==> config.mk <==
export PLATFORM = sky130hd
export DESIGN_NAME = flow_shop_makespan_evaluator
export DESIGN_NICKNAME = d
export VERILOG_FILES = /design/src/rtl/fsme_pkg.sv /design/src/rtl/flow_shop_makespan_evaluator.sv /design/src/rtl/fsme_times.sv /design/src/rtl/fsme_mpu.sv
export SDC_FILE = /design/constraint.sdc
export NUM_CORES = 1
export LEC_CHECK = 0
export ABC_AREA = 1
export BUFFER_PORTS_ARGS = -buffer_cell sky130_fd_sc_hd__buf_4
export CAP_MARGIN = 20
export CORE_UTILIZATION = 57
export CTS_BUF_LIST = sky130_fd_sc_hd__clkbuf_8
export DETAILED_ROUTE_END_ITERATION = 7
export PLACE_DENSITY = 0.78
export SLEW_MARGIN = 30
export SYNTH_ARGS = -nofsm -noshare
export SYNTH_HDL_FRONTEND = slang
export SYNTH_HIERARCHICAL = 1
export SYNTH_SLANG_ARGS = --single-unit
==> constraint.sdc <==
create_clock -name clk -period 4.5 [get_ports clk]
set_input_delay 0 -clock clk [delete_from_list [all_inputs] [get_ports clk]]
set_output_delay 0 -clock clk [all_outputs]
set_load 0.02 [all_outputs]
==> src/rtl/fsme_pkg.sv <==
// Shared types and constants for the flow-shop makespan evaluator.
// Holds field widths, register indexes, action codes and parameter defaults.
// No dependencies.
`timescale 1ns / 1ps

package fsme_pkg;

  // Field widths fixed by the interface.
  localparam int TIME_W    = 7;
  localparam int SPAN_W    = 12;
  localparam int ORDER_W   = 32;
  localparam int NIB_W     = 4;
  localparam int JOBCFG_W  = 4;
  localparam int MACHCFG_W = 2;
  localparam int CFG_W     = 4;
  localparam int CFG_IDX_W = 1;
  localparam int IDXIN_W   = 3;
  // Width used for job-number compares; holds every job count up to 16.
  localparam int CMP_W     = 5;

  localparam logic [SPAN_W-1:0] SPAN_MAX = {SPAN_W{1'b1}};

  // Parameter defaults.
  localparam int MAX_JOBS_DEF = 8;
  localparam int MACHINES_DEF = 3;

  // Configuration register reset values.
  localparam logic [JOBCFG_W-1:0]  JOBS_RST = 4'd8;
  localparam logic [MACHCFG_W-1:0] MACH_RST = 2'd3;

  // Configuration register indexes.
  localparam logic [CFG_IDX_W-1:0] REG_JOBS = 1'b0;
  localparam logic [CFG_IDX_W-1:0] REG_MACH = 1'b1;

  // Request actions.
  localparam logic ACT_LOAD = 1'b0;
  localparam logic ACT_EVAL = 1'b1;

  // Machine selectors for the time triple.
  localparam logic [1:0] MACH_FIRST  = 2'd0;
  localparam logic [1:0] MACH_SECOND = 2'd1;

  // One job's processing times, first machine in the low bits.
  typedef struct packed {
    logic [TIME_W-1:0] third;
    logic [TIME_W-1:0] second;
    logic [TIME_W-1:0] first;
  } job_times_t;

endpackage

==> src/rtl/flow_shop_makespan_evaluator.sv <==
// Flow-shop makespan evaluator. A load request writes the job table and the block
// stays ready. An evaluate request (n jobs, m machines) passes the order check,
// then steps each job and machine in turn through the single shared max-plus unit,
// then waits in S_DONE until the output is free; no new request is taken until it is
// back in idle. A bad order or zero jobs goes straight from the check to S_DONE.
// Synchronous reset clears the sequencer, out_valid and completion times; sets 8 jobs, 3 machines.
`timescale 1ns / 1ps

module flow_shop_makespan_evaluator import fsme_pkg::*; #(
  parameter int MAX_JOBS = MAX_JOBS_DEF,
  parameter int MACHINES = MACHINES_DEF
) (
  input  logic                 clk,
  input  logic                 rst_n,
  // Configuration port.
  input  logic                 cfg_wr_en,
  input  logic [CFG_IDX_W-1:0] cfg_index,
  input  logic [CFG_W-1:0]     cfg_wdata,
  // Request channel.
  input  logic                 in_valid,
  output logic                 in_ready,
  input  logic                 in_action,
  input  logic [IDXIN_W-1:0]   in_job_index,
  input  logic [TIME_W-1:0]    in_time_first,
  input  logic [TIME_W-1:0]    in_time_second,
  input  logic [TIME_W-1:0]    in_time_third,
  input  logic [ORDER_W-1:0]   in_job_order,
  // Result channel.
  output logic                 out_valid,
  input  logic                 out_ready,
  output logic [SPAN_W-1:0]    out_makespan,
  output logic                 out_bad_order
);

  localparam int CNT_W = $clog2(MAX_JOBS + 1);
  localparam int POS_W = (MAX_JOBS > 1) ? $clog2(MAX_JOBS) : 1;
  localparam int MI_W  = (MACHINES > 1) ? $clog2(MACHINES) : 1;

  typedef enum logic [3:0] {
    S_IDLE  = 4'b0001,
    S_CHECK = 4'b0010,
    S_RUN   = 4'b0100,
    S_DONE  = 4'b1000
  } state_t;

  state_t                 state_r, state_nxt;
  logic [JOBCFG_W-1:0]    jobs_cfg_r;
  logic [MACHCFG_W-1:0]   mach_cfg_r;
  logic [CNT_W-1:0]       n_r;
  logic [MACHCFG_W-1:0]   m_r;
  logic [ORDER_W-1:0]     order_r;
  logic [POS_W-1:0]       p_r;
  logic [MI_W-1:0]        k_r;
  logic [SPAN_W-1:0]      prev_r;
  logic [SPAN_W-1:0]      fin_r [MACHINES];
  logic [SPAN_W-1:0]      res_span_r;
  logic                   res_bad_r;
  logic                   out_valid_r;
  logic [SPAN_W-1:0]      out_makespan_r;
  logic                   out_bad_order_r;

  logic                   in_fire;
  logic                   eval_fire;
  logic                   load_fire;
  logic [CNT_W-1:0]       n_clamped;
  logic [MACHCFG_W-1:0]   m_clamped;
  logic [2*ORDER_W-1:0]   order_ext;
  logic [POS_W-1:0]       rd_pos;
  logic [NIB_W-1:0]       rd_job;
  logic                   order_bad;
  logic                   last_mach;
  logic                   last_job;
  logic                   out_free;
  logic [POS_W-1:0]       wr_addr;
  logic                   wr_ok;
  job_times_t             wr_times;
  job_times_t             rd_times;
  logic [TIME_W-1:0]      step_time;
  logic [SPAN_W-1:0]      step_finish;

  assign in_ready  = (state_r == S_IDLE);
  assign in_fire   = in_valid && in_ready;
  assign eval_fire = in_fire && (in_action == ACT_EVAL);
  assign load_fire = in_fire && (in_action == ACT_LOAD);

  // Configuration registers.
  always_ff @(posedge clk) begin
    if (!rst_n) begin
      jobs_cfg_r <= JOBS_RST;
      mach_cfg_r <= MACH_RST;
    end else if (cfg_wr_en) begin
      unique case (cfg_index)
        REG_JOBS: jobs_cfg_r <= cfg_wdata[JOBCFG_W-1:0];
        REG_MACH: mach_cfg_r <= cfg_wdata[MACHCFG_W-1:0];
        default: ;
      endcase
    end
  end

  // Clamp the job and machine counts to what the hardware holds.
  always_comb begin
    if (CMP_W'(jobs_cfg_r) > CMP_W'(MAX_JOBS)) begin
      n_clamped = CNT_W'(MAX_JOBS);
    end else begin
      n_clamped = CNT_W'(jobs_cfg_r);
    end
    if (mach_cfg_r == '0) begin
      m_clamped = MACHCFG_W'(1);
    end else if (mach_cfg_r > MACHCFG_W'(MACHINES)) begin
      m_clamped = MACHCFG_W'(MACHINES);
    end else begin
      m_clamped = mach_cfg_r;
    end
  end

  // Order positions past the 32-bit word read as job 0.
  assign order_ext = {{ORDER_W{1'b0}}, order_r};

  // Fetch job times in the cycle before use: the current job while its machines are
  // stepped, the following job once its last machine is being stepped.
  assign rd_pos = ((state_r == S_RUN) && last_mach) ? p_r + POS_W'(1) : p_r;
  assign rd_job = order_ext[{rd_pos, 2'b00} +: NIB_W];

  // Order check: any position in use naming a job at or above the count.
  always_comb begin
    logic [NIB_W-1:0] nib;
    order_bad = 1'b0;
    for (int i = 0; i < MAX_JOBS; i++) begin
      nib = order_ext[i*NIB_W +: NIB_W];
      if ((CNT_W'(i) < n_r) && (CMP_W'(nib) >= CMP_W'(n_r))) begin
        order_bad = 1'b1;
      end
    end
  end

  // Job time table, written by load requests.
  assign wr_ok    = CMP_W'(in_job_index) < CMP_W'(MAX_JOBS);
  assign wr_addr  = POS_W'(in_job_index);
  assign wr_times = '{third: in_time_third, second: in_time_second, first: in_time_first};

  fsme_times #(
    .DEPTH (MAX_JOBS),
    .AW    (POS_W)
  ) u_times (
    .clk     (clk),
    .wr_en   (load_fire && wr_ok),
    .wr_addr (wr_addr),
    .wr_data (wr_times),
    .rd_addr (rd_job[POS_W-1:0]),
    .rd_data (rd_times)
  );

  // Pick the current machine's time for the shared unit.
  always_comb begin
    unique case (MACHCFG_W'(k_r))
      MACH_FIRST:  step_time = rd_times.first;
      MACH_SECOND: step_time = rd_times.second;
      default:     step_time = rd_times.third;
    endcase
  end

  fsme_mpu u_mpu (
    .mach_done (fin_r[k_r]),
    .job_done  (prev_r),
    .proc_time (step_time),
    .finish    (step_finish)
  );

  assign last_mach = (MACHCFG_W'(k_r) == (m_r - MACHCFG_W'(1)));
  assign last_job  = (CNT_W'(p_r) == (n_r - CNT_W'(1)));
  assign out_free  = !out_valid_r || out_ready;

  // Sequencer next state.
  always_comb begin
    state_nxt = state_r;
    unique case (state_r)
      S_IDLE: begin
        if (eval_fire) state_nxt = S_CHECK;
      end
      S_CHECK: begin
        if (order_bad || (n_r == '0)) state_nxt = S_DONE;
        else state_nxt = S_RUN;
      end
      S_RUN: begin
        if (last_mach && last_job) state_nxt = S_DONE;
      end
      S_DONE: begin
        if (out_free) state_nxt = S_IDLE;
      end
      default: state_nxt = S_IDLE;
    endcase
  end

  // Control registers and per-machine completion times.
  always_ff @(posedge clk) begin
    if (!rst_n) begin
      state_r     <= S_IDLE;
      out_valid_r <= 1'b0;
      p_r         <= '0;
      k_r         <= '0;
      prev_r      <= '0;
      for (int i = 0; i < MACHINES; i++) begin
        fin_r[i] <= '0;
      end
    end else begin
      state_r <= state_nxt;
      if ((state_r == S_DONE) && out_free) begin
        out_valid_r <= 1'b1;
      end else if (out_ready) begin
        out_valid_r <= 1'b0;
      end
      if (eval_fire) begin
        p_r    <= '0;
        k_r    <= '0;
        prev_r <= '0;
        for (int i = 0; i < MACHINES; i++) begin
          fin_r[i] <= '0;
        end
      end else if (state_r == S_RUN) begin
        fin_r[k_r] <= step_finish;
        if (last_mach) begin
          k_r    <= '0;
          prev_r <= '0;
          p_r    <= p_r + POS_W'(1);
        end else begin
          k_r    <= k_r + MI_W'(1);
          prev_r <= step_finish;
        end
      end
    end
  end

  // Request latch and result payload.
  always_ff @(posedge clk) begin
    if (eval_fire) begin
      order_r <= in_job_order;
      n_r     <= n_clamped;
      m_r     <= m_clamped;
    end
    if (state_r == S_CHECK) begin
      res_span_r <= '0;
      res_bad_r  <= order_bad;
    end else if ((state_r == S_RUN) && last_mach && last_job) begin
      res_span_r <= step_finish;
      res_bad_r  <= 1'b0;
    end
    if ((state_r == S_DONE) && out_free) begin
      out_makespan_r  <= res_span_r;
      out_bad_order_r <= res_bad_r;
    end
  end

  assign out_valid     = out_valid_r;
  assign out_makespan  = out_makespan_r;
  assign out_bad_order = out_bad_order_r;

  // An evaluate request always passes through the order check first.
  assert property (@(posedge clk) disable iff (!rst_n)
    eval_fire |=> (state_r == S_CHECK))
    else $error("evaluate request did not enter the order check");

  // The job position stays inside the order while iterating.
  assert property (@(posedge clk) disable iff (!rst_n)
    (state_r == S_RUN) |-> (CNT_W'(p_r) < n_r))
    else $error("job position ran past the job count");

  // The machine counter stays inside the machines in use.
  assert property (@(posedge clk) disable iff (!rst_n)
    (state_r == S_RUN) |-> (MACHCFG_W'(k_r) < m_r))
    else $error("machine counter ran past the machine count");

  // A rejected order reports a zero makespan.
  assert property (@(posedge clk) disable iff (!rst_n)
    (out_valid_r && out_bad_order_r) |-> (out_makespan_r == '0))
    else $error("bad order carries a nonzero makespan");

endmodule

==> src/rtl/fsme_times.sv <==
// Job time table: one time triple per job, written by load requests.
// Depends on fsme_pkg for the job_times_t entry type.
`timescale 1ns / 1ps

module fsme_times import fsme_pkg::*; #(
  parameter int DEPTH = MAX_JOBS_DEF,
  parameter int AW    = (DEPTH > 1) ? $clog2(DEPTH) : 1
) (
  input  logic          clk,
  input  logic          wr_en,
  input  logic [AW-1:0] wr_addr,
  input  job_times_t    wr_data,
  input  logic [AW-1:0] rd_addr,
  output job_times_t    rd_data
);

  // Entries are undefined until a load request writes them.
  job_times_t times_r [DEPTH];
  job_times_t rd_data_r;

  always_ff @(posedge clk) begin
    if (wr_en) begin
      times_r[wr_addr] <= wr_data;
    end
  end

  // Registered read port; the address is presented in the cycle before the data is used.
  always_ff @(posedge clk) begin
    rd_data_r <= times_r[rd_addr];
  end

  assign rd_data = rd_data_r;

endmodule

==> src/rtl/fsme_mpu.sv <==
// Shared max-plus unit: saturating time + max(two completion times).
// Depends on fsme_pkg for widths and the saturation limit.
`timescale 1ns / 1ps

module fsme_mpu import fsme_pkg::*; (
  input  logic [SPAN_W-1:0] mach_done,
  input  logic [SPAN_W-1:0] job_done,
  input  logic [TIME_W-1:0] proc_time,
  output logic [SPAN_W-1:0] finish
);

  logic [SPAN_W-1:0] start;
  logic [SPAN_W:0]   sum;

  // Start when both the machine and the job are free, then add the time.
  always_comb begin
    start  = (mach_done > job_done) ? mach_done : job_done;
    sum    = {1'b0, start} + {{(SPAN_W + 1 - TIME_W){1'b0}}, proc_time};
    finish = sum[SPAN_W] ? SPAN_MAX : sum[SPAN_W-1:0];
  end

endmodule

==> summary.txt <==
Setup path
  – Buffer and inverter count on the worst path: 7
  – Endpoint class of the critical path: flop
  – WP data required: 4.92 ns
  – CP max stage cell: fa_1
  – Critical path type: reg2reg
  – CP dominant cell by count: nand2_1
  – Worst path max stage delay: 0.41 ns
  – Crit path DAT: 4.61 ns
  – Delay-heaviest family, CP: simple AND/OR/NAND/NOR gates
  – Worst setup SP type: flop
  – CP Max Fanout: 24

Routing
  – Highest metal used: met4
  – # DRC: 0
  – Vias/cell: 5.20
  – DR vias: 11500
  – Met2 routed WL: approximately 18000 um
  – WL met3: about 2100 um
  – Total wire length: about 36000 um
  – TritonRoute pass-1 iters: 5
  – DR iter-0 viols: 965
  – Metal-1 WL: approximately 15000 um
  – Routed length per instance: between 15 and 20 um
  – Final ANT Viol Nets: 0

Clocking
  – Clock transition at the registers of the reported paths: around 0.06 ns
  – Root Driver: clkbuf_8
  – Num CTS Buffers: 52
  – CTS tree: yes
  – Clock Path Buffers: 3
  – H-tree depth: 2
  – CTS sink cnt: around 330
  – Worst skew pair latency: roughly 0.58 ns

Global routing
  – First-pass GRT wire length: ~57000 um
  – Total grt overflow: 0
  – Antenna violations before repair: 1
  – Largest net degree at the start of global routing: between 80 and 90
  – Vias in the first global route: about 11000
  – Total track usage: 26.1%

Floorplanning
  – # rows: 60
  – Chip Height: approximately 170 um
  – Initial core utilization: 57.9%
  – Die area: around 28000 um2
  – CORE AREA: between 20000 and 30000 um2
  – Chip Width: around 170 um
  – # IOs: 82

Power and ir drop
  – Power density of the placed cells: ~360 nW/um2
  – Lkg Pwr: slightly above 8 nW
  – Max rail drop VDD: 0.389 mV

Placed design
  – Final GP Congestion: 0.926
  – Port bufs: 81
  – Final HPWL DP: about 22000 um
  – Cell Area, Placed: ~16000 um2

Logic synthesis
  – Mapped Nets: about 1800
  – Number of synthesized flops with an enable pin: 268
  – Synthesis-stage register bit count: roughly 330
  – Mean post-synth cell area: ~9.4 um2
  – Syn Inst Count: 1651
  – Sequential cell area fraction in the yosys report: between 50% and 60%
  – Ys async rst share: 0%
  – Yosys synthesis warning count: 6
  – Mapped cell area: 15600 um2
  – Post-synth cell types: 44
  – Primary FF master, synth: edfxtp_1

STA
  – Setup violators final: 0
  – Worst Tran Pin Value: just under 1 ns
  – Fmax: 0.239 GHz
  – Slew HR: 35.0%
  – Tmin final: between 4 and 5 ns
  – Hold Fails Final Rpt: 0
  – Setup_tns: 0 ns
  – Final period utilization: 93.2%
  – Fin. max-slew vios: 0
  – Post-Route Skew: between 0.02 and 0.025 ns

Final layout
  – Final instance area: around 18000 um2
  – Fin nets: 1955
  – Util after Layout: 68.7%
  – Synth-to-Final Area Change: 18.6%
  – Layout cells sized above 1: 16.5%
  – # fillers: 1970

Status
  – Run status: finished clean

Run
  – # Max-Cap Violations: 0

Worst hold path
  – Type of the worst min-delay path: in2reg
[state kept, by name, summed over array words and instances, names as in the netlist, named ones only]
signal and cells:
u_times/times_r 168, fin_r 48, order_r 32, u_times/rd_data 21
out_makespan 12, prev_r 12, res_span_r 12, jobs_cfg_r 4
n_r 4, state_r 4, p_r 3, k_r 2
m_r 2, mach_cfg_r 2, out_bad_order 1, out_valid 1
res_bad_r 1
[final cells by class]
type | instances | area, um2 | share of cell area, %
Antenna cell | 1 | 2.50 | 0.0136
Clock buffer | 61 | 840 | 4.55
Clock inverter | 35 | 154 | 0.834
Inverter | 312 | 1180 | 6.38
Multi-Input combinational cell | 953 | 4980 | 27.0
Sequential cell | 331 | 9310 | 50.5
Tap cell | 341 | 427 | 2.31
Timing Repair Buffer | 176 | 1550 | 8.40
Timing Repair inverter | 1 | 7.51 | 0.0407
[kinds of logic after synthesis]
family | Yosys count | share of synthesized area [%]
simple gates | 757 | 20.6
buf+inv | 367 | 9.49
flops | 331 | 59.9
compound gates | 127 | 4.55
fa+ha+maj | 61 | 4.96
xor+xnor | 8 | 0.499
[cells in the mapped netlist (4+ instances only)]
cell        n  area, um2
nand2_1   463       1740
edfxtp_1  268       8050
inv_1     228        856
nand3_1   138        691
nor2_1    115        432
dfxtp_1    63       1260
ha_1       60        751
inv_2      60        225
o21ai_0    46        230
a21oi_1    45        225
buf_2      26        130
clkinv_1   22       82.6
clkbuf_1   15       56.3
nand2_2    12       75.1
o22ai_1    12       75.1
a22oi_1     7       52.6
buf_4       7       52.6
a211oi_1    5       37.5
buf_6       5       56.3
nand2_4     5       56.3
nand3_2     5       50.1
nor2_2      5       31.3
nor3_1      5       25.0
xor2_1      4       35.0
[timing repair]
action,in CTS,in global routing
setup endpoints to repair,21,71
gates cloned,0,1
hold endpoints to repair,216,0
pin swaps,0,10
setup buffers,0,5
hold buffers,75,0
gates resized for setup,1,54
[cell usage in the layout (no fill, tap or decap), types with 2 or more instances in the layout]
cell / instances
buf_12: 3
nand2_1: 462
nor2_2: 16
nor2_4: 6
clkinv_1: 27
nand3_4: 2
nand4_4: 2
inv_1: 249
o21ai_2: 5
inv_2: 60
xor2_1: 4
edfxtp_1: 268
dlygate4sd3_1: 75
a22oi_1: 7
xnor2_1: 3
ha_1: 56
ha_4: 3
nand2_4: 5
nor3_1: 5
buf_4: 97
a211oi_1: 5
o21ai_0: 30
nand4_1: 2
clkinvlp_4: 3
clkbuf_8: 61
o211ai_1: 2
dfxtp_1: 61
nand3_2: 4
nor2_1: 98
o22ai_2: 12
nand2_2: 13
o21ai_1: 17
nand3_1: 138
a21oi_1: 45
clkinv_2: 7
[layer usage]
layer / track usage, % / up-vias
met4: 12.2 / 0
met2: 46.6 / 449
met3: 3.69 / 110
li1: - / 5647
met1: 31.2 / 5285
met5: 0 / -
[worst paths after layout]
kind	startpoint	end	slack [ns]	depth (start not counted)
setup / recovery	flop	fin_r[1][0]$_SDFFCE_PN0P_	0.31	33
hold / removal	in_job_order[25]	order_r[25]$_DFFE_PP_	0.14	2
setup reg to reg	flop	fin_r[1][0]$_SDFFCE_PN0P_	0.31	33
hold reg to reg	res_bad_r$_SDFFCE_PN0P_	out_bad_order$_DFFE_PP_	0.42	0
[report_power, final]
part,internal [mW],leakage (nW),switching (mW)
Sequential,3.43,3.01,0.0516
Combinational,0.271,4.65,0.460
Clock,1.24,0.594,1.15
[per-stage QoR]
step | hold slack, ns | setup slack, ns | power (mW) | cells
floorplan | 0.0989 | 0.338 | 3.96 | 1651
global placement | 0.179 | 0.0855 | 4.16 | 2033
detailed placement | 0.179 | -0.0654 | 4.18 | 2033
CTS | 0.132 | 0.00903 | 6.58 | 2204
global route | 0.144 | -0.0954 | 6.83 | 2211
finish | 0.144 | 0.307 | 6.59 | 2211
Power figures use the tool's default switching activity.
